File: src/hw/rtl/bsm_pkg.sv
`default_nettype none
// ----------------------------------------------------------------------------
// bsm_pkg
// Shared types and constants of the twister-driven Bernoulli sampler.
// ----------------------------------------------------------------------------
package bsm_pkg;

    // twister geometry and constants
    localparam int          MT_N      = 624;
    localparam int          MT_M      = 397;
    localparam int          MT_AW     = 10;
    localparam logic [31:0] MT_MULT   = 32'd1812433253;
    localparam logic [31:0] MT_MATRIX = 32'h9908_B0DF;
    localparam logic [31:0] TEMPER_B  = 32'h9D2C_5680;
    localparam logic [31:0] TEMPER_C  = 32'hEFC6_0000;

    // k saturation value when rounding reaches 2^64
    localparam logic [63:0] K_SAT = 64'hFFFF_FFFF_FFFF_F800;

    // register indexes
    localparam logic [1:0] REG_SEED    = 2'd0;
    localparam logic [1:0] REG_IN_FMT  = 2'd1;
    localparam logic [1:0] REG_OUT_FMT = 2'd2;

    // probability encodings
    localparam logic [1:0] IN_F32 = 2'd0;
    localparam logic [1:0] IN_F64 = 2'd1;
    localparam logic [1:0] IN_F16 = 2'd2;

    // result encodings with a float one
    localparam logic [3:0] OUT_F32 = 4'd0;
    localparam logic [3:0] OUT_F64 = 4'd1;
    localparam logic [3:0] OUT_F16 = 4'd2;

    // patterns for one
    localparam logic [63:0] ONE_F32 = 64'h0000_0000_3F80_0000;
    localparam logic [63:0] ONE_F64 = 64'h3FF0_0000_0000_0000;
    localparam logic [63:0] ONE_F16 = 64'h0000_0000_0000_3C00;
    localparam logic [63:0] ONE_INT = 64'd1;

    typedef struct packed {
        logic        restart;
        logic [63:0] prob_bits;
    } in_item_t;

    typedef struct packed {
        logic        sample;
        logic [63:0] value_word;
        logic        bad_prob;
    } out_item_t;

    // classified item passed from front to back
    typedef struct packed {
        logic        restart;
        logic        bad;
        logic        is_one;
        logic [63:0] limit;
    } cmd_t;

    typedef enum logic [3:0] {
        BK_IDLE,
        BK_SEED,
        BK_DRAW1,
        BK_CAPT1,
        BK_DRAW2,
        BK_CAPT2,
        BK_PRIME,
        BK_TWIST,
        BK_ROUND,
        BK_DONE
    } bk_state_t;

endpackage

`default_nettype wire

File: src/hw/rtl/bsm_fifo.sv
`default_nettype none
// ----------------------------------------------------------------------------
// bsm_fifo
// Short command queue between the classifying front and the twister back.
// ----------------------------------------------------------------------------
module bsm_fifo #(
    parameter int DEPTH = 2
) (
    input  wire logic          clk,
    input  wire logic          rst_n,
    input  wire logic          wr,
    input  bsm_pkg::cmd_t      wr_data,
    output logic               full,
    input  wire logic          rd,
    output bsm_pkg::cmd_t      rd_data,
    output logic               empty
);

    localparam int PW = (DEPTH > 1) ? $clog2(DEPTH) : 1;
    localparam int CW = $clog2(DEPTH + 1);

    bsm_pkg::cmd_t  entry_reg [DEPTH];
    logic [PW-1:0]  wr_ptr_reg;
    logic [PW-1:0]  rd_ptr_reg;
    logic [CW-1:0]  count_reg;

    assign full    = (count_reg == CW'(DEPTH));
    assign empty   = (count_reg == '0);
    assign rd_data = entry_reg[rd_ptr_reg];

    // pointers and fill count
    always_ff @(posedge clk or negedge rst_n)
    begin
        if (!rst_n)
        begin
            wr_ptr_reg <= '0;
            rd_ptr_reg <= '0;
            count_reg  <= '0;
        end
        else
        begin
            if (wr)
                wr_ptr_reg <= (wr_ptr_reg == PW'(DEPTH - 1)) ? '0 : wr_ptr_reg + 1'b1;
            if (rd)
                rd_ptr_reg <= (rd_ptr_reg == PW'(DEPTH - 1)) ? '0 : rd_ptr_reg + 1'b1;
            if (wr && !rd)
                count_reg <= count_reg + 1'b1;
            else if (rd && !wr)
                count_reg <= count_reg - 1'b1;
        end
    end

    // storage
    always_ff @(posedge clk)
    begin
        if (wr)
            entry_reg[wr_ptr_reg] <= wr_data;
    end

endmodule

`default_nettype wire

File: config.mk
export PLATFORM = sky130hd
export DESIGN_NAME = bsm_fifo
export DESIGN_NICKNAME = d
export VERILOG_FILES = /design/src/hw/rtl/bsm_pkg.sv /design/src/hw/rtl/bsm_fifo.sv
export SDC_FILE = /design/constraint.sdc
export NUM_CORES = 1
export LEC_CHECK = 0
export ABC_AREA = 0
export ABC_CLOCK_PERIOD_IN_PS = 4500
export BUFFER_PORTS_ARGS = -buffer_cell sky130_fd_sc_hd__buf_2
export CELL_PAD_IN_SITES_DETAIL_PLACEMENT = 1
export CELL_PAD_IN_SITES_GLOBAL_PLACEMENT = 1
export CORE_MARGIN = 4
export CORE_UTILIZATION = 30
export CTS_BUF_LIST = sky130_fd_sc_hd__clkbuf_8 sky130_fd_sc_hd__clkbuf_16
export DETAILED_ROUTE_END_ITERATION = 8
export PLACE_DENSITY_LB_ADDON = 0.3
export SETUP_SLACK_MARGIN = 0.5
export SYNTH_ARGS = -nofsm -noshare
export SYNTH_HDL_FRONTEND = slang
export SYNTH_SLANG_ARGS = --single-unit
File: constraint.sdc
create_clock -name clk -period 4.5 [get_ports clk]
set_input_delay 0.225 -clock clk [delete_from_list [all_inputs] [get_ports clk]]
set_output_delay 0.225 -clock clk [all_outputs]
set_load 0.01 [all_outputs]
==> implementation parameters <==
Parameter                              Value

Place
  Standard cell area after detailed placement    0.00603 sq mm
  Dpl cells    577
  Port bufs    139
  GPL Wtd Cong    0.682
  Placed wire-length estimate after detailed placement    6290 um
  Placement-stage worst setup slack    roughly 2300 ps

Drt
  Routed via count    2800
  Count of unresolved DRC violations after routing    0
  Initial drt markers    91
  Count of antenna-violating nets left after detailed routing    0
  Routed WL per cell    between 15 and 20 um
  Final Routed Wirelength    10300 um
  Routed vias/inst    4.14
  Detailed-routing iteration count for the pre-antenna-repair pass    4

Worst setup path
  Required @ worst endpoint    ~4300 ps
  CP Class    flip-flop to primary output
  Data arrival time of the critical path    2140 ps
  Critical path startpoint category    flip-flop
  Nature of the critical path endpoint    primary output
  CP Max Fanout    68

Layout
  Antenna Diode Count    0
  Flip-flop count of the largest register, all copies and words added    134
  Share of cells above drive strength 1    0.513
  Final Non-Filler Cells    676
  Area added between synthesis and finish    42.8%
  Filler cell count in the final layout    1646
  Total number of nets in the final design    516
  Final design area excluding fillers    roughly 0.0073 sq mm

Global route
  Pin count of the biggest net entering global routing    between 60 and 70
  Aggregate global-route resource usage    0.112
  Total global routing overflow    0
  Global-route wire length before repair    17000 um
  Number of antenna violations at the first check in global routing    1
  Vias in the first global route    between 3000 and 4000

Run status
  Result of the run    finished, final reports clean

Yosys
  Largest cells by area after synthesis    sky130_fd_sc_hd__edfxtp_1 (79%), sky130_fd_sc_hd__mux2_2 (10%), sky130_fd_sc_hd__mux2_4 (5.9%)
  Top cells by count, synth    sky130_fd_sc_hd__edfxtp_1 (134), sky130_fd_sc_hd__mux2_2 (47), sky130_fd_sc_hd__mux2_4 (20)
  Post-synth net total    slightly below 300
  Flops & latches, synth    between 100 and 150
  Synthesized cell area    0.00511 sq mm
  Sequential fraction of the synthesis area    0.807
  Synthesized instance count    roughly 230
  Fraction of post-synthesis cell area in the top cell type by area    0.787
  Distinct cell type count after synthesis    14
  Syn avg cell area    around 23 sq um
  Most frequent cell after synthesis    sky130_fd_sc_hd__edfxtp_1
  Cell type with the largest total area after synthesis    sky130_fd_sc_hd__edfxtp_1
  Fraction of registers with async set or reset after synthesis    0.0290
  Count of flip-flops with a built-in enable after synthesis    134
  Most used DFF post-synth    sky130_fd_sc_hd__edfxtp_1
  Number of warnings printed during yosys synthesis    0

STA
  Number of pins with negative max-slew slack in the final report    0
  Highest attainable clock frequency    about 420 MHz
  Final clock skew    9.71 ps
  Setup repair after global routing missed its margin    false
  Fin crit share    0.525
  Fin. Hold Viols    0
  Setup TNS    0 ps
  Clock period minus final worst setup slack    2360 ps
  Finish-stage setup viols    0
  Slew at the pin closest to its max-slew limit    1050 ps
  Smallest hold slack    23.9 ps
  Final worst setup slack    about 2100 ps
  Max transition margin    0.302

Clock network
  Clk sink count    138
  H-tree level count    4
  TritonCTS clock tree    yes
  Later-pin clock latency in the skew report    around 400 ps
  Clock-pin slew on the worst setup and hold paths    50 ps
  TritonCTS Buffers    17
  Clock root buffer    sky130_fd_sc_hd__clkbuf_16
  Longest Clk Path Bufs    2

Power and ir drop
  VDD IR-drop max    279 uV
  PD cells    599 mW/mm^2
  Static Leak    2.84 nW

Floorplanning
  Core area    between 0.015 and 0.02 sq mm
  Y dimension of the die    139 um
  Std-Cell Rows    47
  X dimension of the die    approximately 140 um
  Die outline area    roughly 0.019 sq mm
  Top-level port count    140
  Initial core utilization    0.307

Min path
  Type of the worst min-delay path    input port to flip-flop

Flow run
  Max-cap viol count    0
-- cells in the final DEF (no fill, tap or decap), drive strengths merged --
| master | Yosys | routed |
|---|---|---|
| nor2b | 2 | 2 |
| buf | 8 | 140 |
| nor2 | 2 | 2 |
| inv | 1 | 4 |
| mux2 | 67 | 67 |
| ha | 1 | 1 |
| clkbuf | 0 | 17 |
| xor2 | 4 | 4 |
| dlygate4sd3 | 0 | 68 |
| edfxtp | 134 | 134 |
| xnor2 | 1 | 1 |
| clkinvlp | 0 | 1 |
| clkinv | 0 | 6 |
| and2 | 1 | 1 |
| dfrtp | 4 | 4 |
| bufinv | 0 | 4 |
-- per-stage QoR --
step / total power, W / util
floorplan: 0.00260 / -
global placement: 0.00296 / 0.362
detailed placement: 0.00300 / 0.362
CTS: 0.00445 / 0.439
global route: 0.00462 / 0.439
finish: 0.00437 / 0.439
-- critical path, cell delays in order, from the launching register on --
cell and delay (ps):
sky130_fd_sc_hd__dfrtp_4 1110, sky130_fd_sc_hd__mux2_2 430, sky130_fd_sc_hd__buf_2 140
-- area by class of cell --
class / count / area (sq um) / area share
flip-flops and latches: 138 / 4130 / 0.565
repair buffers: 208 / 1380 / 0.190
multi-input cells: 78 / 922 / 0.126
clock buffers: 17 / 425 / 0.0583
well taps: 220 / 275 / 0.0377
clock inverters: 14 / 164 / 0.0224
inverters: 1 / 3.75 / 0.000514
-- report_power, final --
| group | leakage [nW] | internal (W) | switching, W |
|---|---|---|---|
| Clock | 0.296 | 0.000907 | 0.000490 |
| Sequential | 1.30 | 0.00171 | 0.000199 |
| Combinational | 1.24 | 0.000582 | 0.000486 |
| Total | 2.84 | 0.00320 | 0.00117 |
-- worst paths after layout --
| path | from | endpoint | slack (ps) | cells past startpoint |
|---|---|---|---|---|
| max in group asynchronous | rst_n | rd_ptr_reg | 4200 | 2 |
| hold reg to reg | count_reg[1] | count_reg[1] | 490 | 1 |
| hold / removal | wr_data[24] | entry_reg[0][24] | 20 | 1 |
| setup reg to reg | wr_ptr_reg | entry_reg[0][45] | 2370 | 2 |
| setup / recovery | rd_ptr_reg | rd_data[63] | 2140 | 2 |
| min in group asynchronous | rst_n | wr_ptr_reg | 170 | 2 |
-- metal layers --
metal	vias to the layer above	global-route usage	part of all wire
met5	-	0	0.0013
met4	2	0.0421	0.015
met3	16	0.0572	0.092
met2	100	0.184	0.49
met1	1355	0.126	0.40
li1	1327	-	-
-- what timing repair did --
item                                   CTS  global route
resized for setup                        0             0
hold buffers                            68             0
endpoints found under the hold margin  137             0
setup buffers                            0             0
-- cells by family (layout without fill, tap and decap cells) --
family,Yosys count,count (layout),share of synthesized area
adders and majority gates,1,1,0.00245
DFF,138,138,0.807
and+or+nand+nor,5,5,0.00514
buffers and inverters,9,240,0.0149
muxes,67,67,0.162
xor gates and xnor gates,5,5,0.00857
(Power assumes the default switching activity.)
