$ cat src/hw/rtl/bsm_pkg.sv
`default_nettype none
// ----------------------------------------------------------------------------
// bsm_pkg
// Shared types and constants of the twister-driven Bernoulli sampler.
// ----------------------------------------------------------------------------
package bsm_pkg;

    // twister geometry and constants
    localparam int          MT_N      = 624;
    localparam int          MT_M      = 397;
    localparam int          MT_AW     = 10;
    localparam logic [31:0] MT_MULT   = 32'd1812433253;
    localparam logic [31:0] MT_MATRIX = 32'h9908_B0DF;
    localparam logic [31:0] TEMPER_B  = 32'h9D2C_5680;
    localparam logic [31:0] TEMPER_C  = 32'hEFC6_0000;

    // k saturation value when rounding reaches 2^64
    localparam logic [63:0] K_SAT = 64'hFFFF_FFFF_FFFF_F800;

    // register indexes
    localparam logic [1:0] REG_SEED    = 2'd0;
    localparam logic [1:0] REG_IN_FMT  = 2'd1;
    localparam logic [1:0] REG_OUT_FMT = 2'd2;

    // probability encodings
    localparam logic [1:0] IN_F32 = 2'd0;
    localparam logic [1:0] IN_F64 = 2'd1;
    localparam logic [1:0] IN_F16 = 2'd2;

    // result encodings with a float one
    localparam logic [3:0] OUT_F32 = 4'd0;
    localparam logic [3:0] OUT_F64 = 4'd1;
    localparam logic [3:0] OUT_F16 = 4'd2;

    // patterns for one
    localparam logic [63:0] ONE_F32 = 64'h0000_0000_3F80_0000;
    localparam logic [63:0] ONE_F64 = 64'h3FF0_0000_0000_0000;
    localparam logic [63:0] ONE_F16 = 64'h0000_0000_0000_3C00;
    localparam logic [63:0] ONE_INT = 64'd1;

    typedef struct packed {
        logic        restart;
        logic [63:0] prob_bits;
    } in_item_t;

    typedef struct packed {
        logic        sample;
        logic [63:0] value_word;
        logic        bad_prob;
    } out_item_t;

    // classified item passed from front to back
    typedef struct packed {
        logic        restart;
        logic        bad;
        logic        is_one;
        logic [63:0] limit;
    } cmd_t;

    typedef enum logic [3:0] {
        BK_IDLE,
        BK_SEED,
        BK_DRAW1,
        BK_CAPT1,
        BK_DRAW2,
        BK_CAPT2,
        BK_PRIME,
        BK_TWIST,
        BK_ROUND,
        BK_DONE
    } bk_state_t;

endpackage

`default_nettype wire

$ cat src/hw/rtl/bsm_front.sv
`default_nettype none
// ----------------------------------------------------------------------------
// bsm_front
// Decodes the probability word, flags bad values and scales p to 2^64.
// ----------------------------------------------------------------------------
module bsm_front (
    input  wire logic          push,
    input  bsm_pkg::in_item_t  in_item,
    input  wire logic [1:0]    in_fmt,
    input  wire logic          q_full,
    output logic               full,
    output logic               q_wr,
    output bsm_pkg::cmd_t      q_data
);

    logic               sign;
    logic [63:0]        mag;
    logic [63:0]        one;
    logic [63:0]        m;
    logic signed [12:0] sh;
    logic [12:0]        rsh;
    logic [63:0]        mask;
    logic [63:0]        limit;

    assign full = q_full;
    assign q_wr = push && !q_full;

    // field split per encoding
    always_comb
    begin
        case (in_fmt)
            bsm_pkg::IN_F64:
            begin
                sign = in_item.prob_bits[63];
                mag  = {1'b0, in_item.prob_bits[62:0]};
                one  = bsm_pkg::ONE_F64;
                if (in_item.prob_bits[62:52] != '0)
                begin
                    m  = {11'd0, 1'b1, in_item.prob_bits[51:0]};
                    sh = $signed({2'b00, in_item.prob_bits[62:52]}) - 13'sd1011;
                end
                else
                begin
                    m  = {12'd0, in_item.prob_bits[51:0]};
                    sh = -13'sd1010;
                end
            end
            bsm_pkg::IN_F16:
            begin
                sign = in_item.prob_bits[15];
                mag  = {49'd0, in_item.prob_bits[14:0]};
                one  = bsm_pkg::ONE_F16;
                if (in_item.prob_bits[14:10] != '0)
                begin
                    m  = {53'd0, 1'b1, in_item.prob_bits[9:0]};
                    sh = $signed({8'd0, in_item.prob_bits[14:10]}) + 13'sd39;
                end
                else
                begin
                    m  = {54'd0, in_item.prob_bits[9:0]};
                    sh = 13'sd40;
                end
            end
            default:
            begin
                sign = in_item.prob_bits[31];
                mag  = {33'd0, in_item.prob_bits[30:0]};
                one  = bsm_pkg::ONE_F32;
                if (in_item.prob_bits[30:23] != '0)
                begin
                    m  = {40'd0, 1'b1, in_item.prob_bits[22:0]};
                    sh = $signed({5'd0, in_item.prob_bits[30:23]}) - 13'sd86;
                end
                else
                begin
                    m  = {41'd0, in_item.prob_bits[22:0]};
                    sh = -13'sd85;
                end
            end
        endcase
    end

    // ceil(p * 2^64) for p below one
    always_comb
    begin
        rsh  = 13'(-sh);
        mask = (64'd1 << rsh[5:0]) - 64'd1;
        if (m == '0)
            limit = '0;
        else if (sh >= 0)
            limit = m << sh[5:0];
        else if (rsh >= 13'd64)
            limit = 64'd1;
        else
            limit = (m >> rsh[5:0]) + {63'd0, |(m & mask)};
    end

    assign q_data.restart = in_item.restart;
    assign q_data.bad     = (sign && mag != '0) || (mag > one);
    assign q_data.is_one  = (mag == one);
    assign q_data.limit   = limit;

endmodule

`default_nettype wire

$ cat config.mk
export PLATFORM = sky130hd
export DESIGN_NAME = bsm_front
export DESIGN_NICKNAME = d
export VERILOG_FILES = /design/src/hw/rtl/bsm_pkg.sv /design/src/hw/rtl/bsm_front.sv
export SDC_FILE = /design/constraint.sdc
export NUM_CORES = 1
export LEC_CHECK = 0
export ABC_AREA = 1
export BUFFER_PORTS_ARGS = -buffer_cell sky130_fd_sc_hd__buf_2
export CAP_MARGIN = 20
export CORE_ASPECT_RATIO = 1.2
export CORE_MARGIN = 2
export CORE_UTILIZATION = 39
export DETAILED_ROUTE_END_ITERATION = 10
export SETUP_SLACK_MARGIN = 0.15
export SYNTH_ARGS = -nofsm -noshare
export SYNTH_HDL_FRONTEND = slang
export SYNTH_SLANG_ARGS = --single-unit
$ cat constraint.sdc
create_clock -name vclk -period 8.65
set_input_delay 1.73 -clock vclk [all_inputs]
set_output_delay 1.73 -clock vclk [all_outputs]
set_load 0.05 [all_outputs]
==> reports/results.tsv <==
stage	metric	value	unit
grt	grt_antenna_before_repair	3	
final_layout	drive_above_1_share	33.77	%
detailed_routing	via_per_inst	6.047	
worst_setup_path	startpoint	in_fmt[0]	
timing	fin_ws	80.86	ps
grt	gr-total-overflow	0	
yosys	synthXorXnorAreaFrac	0.3077	%
timing	hold_violations	0	
timing	rsz0062_at_grt	yes	
floorplanning	coreArea	35940	um2
worst_setup_path	critical_path.slowest_cell	nor2_2	
final_layout	design_area	20730	um2
place	placed_cell_area	18120	um2
run	cap_violations	0	
grt	grt_start_max_net_pins	65	
timing	period_minus_slack	8569	ps
yosys	synth_area	14230	um2
detailed_routing	drc	0	
detailed_routing	post_drt_wl_per_cell	23.46	um
place	portBuffers	136	
floorplanning	die_y	213.3	um
timing	maxSlewViolCount	0	
final_layout	nets	3523	
worst_setup_path	worstPathArrival	6840	ps
yosys	synth_fa_ha_area_share	1.758	%
grt	grt_usage	45.14	%
floorplanning	die_width	178.4	um
final_layout	utilization	57.68	%
timing	post-route-period-util	99.07	%
yosys	synth_top_family_by_area	simple AND/OR/NAND/NOR gates	
final_layout	final_cell_mix	893 x nand2_1, 448 x buf_4, 442 x nand3_1, 241 x nor2_1, 220 x inv_1	
place	dp_cells	3830	
detailed_routing	antenna_left	0	
yosys	synth_cells	2939	
yosys	synth_mux_area_share	3.095	%
worst_setup_path	critPathMaxStageDelay	360	ps
run_status	status	finished, final reports clean	
floorplanning	die_area	38040	um2
worst_setup_path	critPathCaptureType	output pin	
floorplanning	placementRows	76	
timing	tns	0	ps
detailed_routing	first_pass_iters	8	
power_and_ir_drop	p_per_area	179.5	nW/um2
worst_setup_path	timing.critical_path.buf_inv	10	
final_layout	final_cell_count_no_fill	3902	
yosys	synthSimpleGateAreaFrac	65.58	%
worst_hold_path	min_path_type	in -> out	
place	place_congestion	1.096	
detailed_routing	vias	23600	
final_layout	mostFrequentLayoutCell	nand2_1	
final_layout	syn2layout_area_growth	45.68	%
timing	setup_viol	0	
yosys	ys_seq_area_share	0	%
floorplanning	start_util	39.60	%
power_and_ir_drop	peakVddDrop	94.34	uV
yosys	avgSynthCellArea	4.843	um2
place	dp_worst_setup_slack	-699.9	ps
timing	max_slew_margin	14.72	%
detailed_routing	routed_wl	91540	um
worst_setup_path	worstPathRequired	6920	ps
yosys	yosysWarnings	0	
timing	worst_pin_slew	1279	ps
place	post-dp-hpwl	72990	um
grt	grt_pass1_wl	128800	um
worst_setup_path	cp_top_family	simple AND/OR/NAND/NOR gates	
worst_setup_path	timing_worst_setup_path_type	in -> out	
floorplanning	io-pin-count	138	
yosys	synth_nets	3028	
worst_hold_path	hold_start	in_item[64]	
worst_setup_path	crit_path_start_kind	input pin	
grt	grt_pass1_vias	21340	
yosys	ys_types	65	
yosys	synth_compound_area_share	15.56	%
worst_setup_path	cp_common_cell	nor2_4	
detailed_routing	drt_first_iter_violations	2778	
power_and_ir_drop	leakage	10.75	nW
worst_setup_path	path_max_fanout	6	
final_layout	register_area	0	um2
final_layout	nClkBuffers	0	
final_layout	seq_cells	0	
timing	fmax	0.1167	GHz
power by group:
group             total, mW  switching, mW  internal [mW]
Clock          0.0000000809              0   0.0000000809
Combinational          3.72           2.45           1.27
Sequential                0              0              0
Total                  3.72           2.45           1.27
timing repair:
action                                  4_1_cts  5_1_grt
hold buffers                                  0        0
gates cloned                                  0        2
pin swaps                                    42      170
gates resized for setup                     166      396
buffers inserted                             20       48
endpoints found under the setup margin       54       52
Yosys cell counts, types with 3 or more instances:
cell type / count / area [um2]
nor3_1: 29 / 145.1
nor3_2: 5 / 50.05
nor2_1: 337 / 1265
inv_2: 30 / 112.6
buf_1: 8 / 30.03
nor2_4: 15 / 168.9
o211ai_1: 12 / 90.09
nand4_1: 39 / 244.0
nor2_2: 43 / 269.0
o21a_1: 14 / 105.1
nand3_1: 490 / 2452
buf_8: 4 / 60.06
o21bai_1: 12 / 90.09
o21ai_0: 183 / 915.9
nand3b_1: 15 / 112.6
o211ai_2: 3 / 37.54
a221oi_1: 16 / 140.1
o21ai_2: 6 / 52.55
nand3_2: 25 / 250.2
inv_1: 241 / 904.6
nand2_2: 41 / 256.5
buf_4: 24 / 180.2
clkbuf_1: 55 / 206.5
buf_6: 28 / 315.3
ha_1: 20 / 250.2
a31oi_1: 17 / 106.4
and3_1: 3 / 18.77
nand2_1: 986 / 3701
nor4_1: 7 / 43.79
nand2_4: 10 / 112.6
or2_0: 3 / 18.77
buf_2: 24 / 120.1
mux2i_1: 44 / 440.4
and2_1: 5 / 31.28
o21ai_1: 21 / 105.1
o22ai_1: 17 / 106.4
or2_2: 10 / 62.56
a21oi_1: 58 / 290.3
xor2_1: 4 / 35.03
stage by stage:
step                      total power [mW]  hold slack (ps)
final                                3.721             3460
after global routing                 3.913             3460
after CTS                            3.272             3460
after detailed placement             3.138             3460
after global placement               3.115             3460
after floorplan                      1.983             3627
cell families after synthesis:
kind of cell,count (synthesis)
AND/OR/NAND/NOR,2073
buffers and inverters,418
AO/OA/AOI/OAI,379
multiplexers,44
adder cells (fa/ha/maj),20
XOR/XNOR,5
layout make-up:
class	instances	area [um2]
antenna	2	5.005
timing repair buffer	636	4947
multi-input combinational	2522	14150
tap	468	585.6
fill	3689	15210
inverter	274	1050
worst paths after layout:
path	cells after the start	slack [ps]	to
hold / removal	0	3460	q_data[66]
setup / recovery	43	80	q_data[12]
routing by layer:
metal	track usage, %	vias up	part of all wire, %
met5	0	-	0.0098
met4	43.43	2	12
met3	8.405	550	9.9
met2	73.03	1612	44
met1	49.06	10740	34
li1	-	10700	-
(Power assumes the default switching activity.)
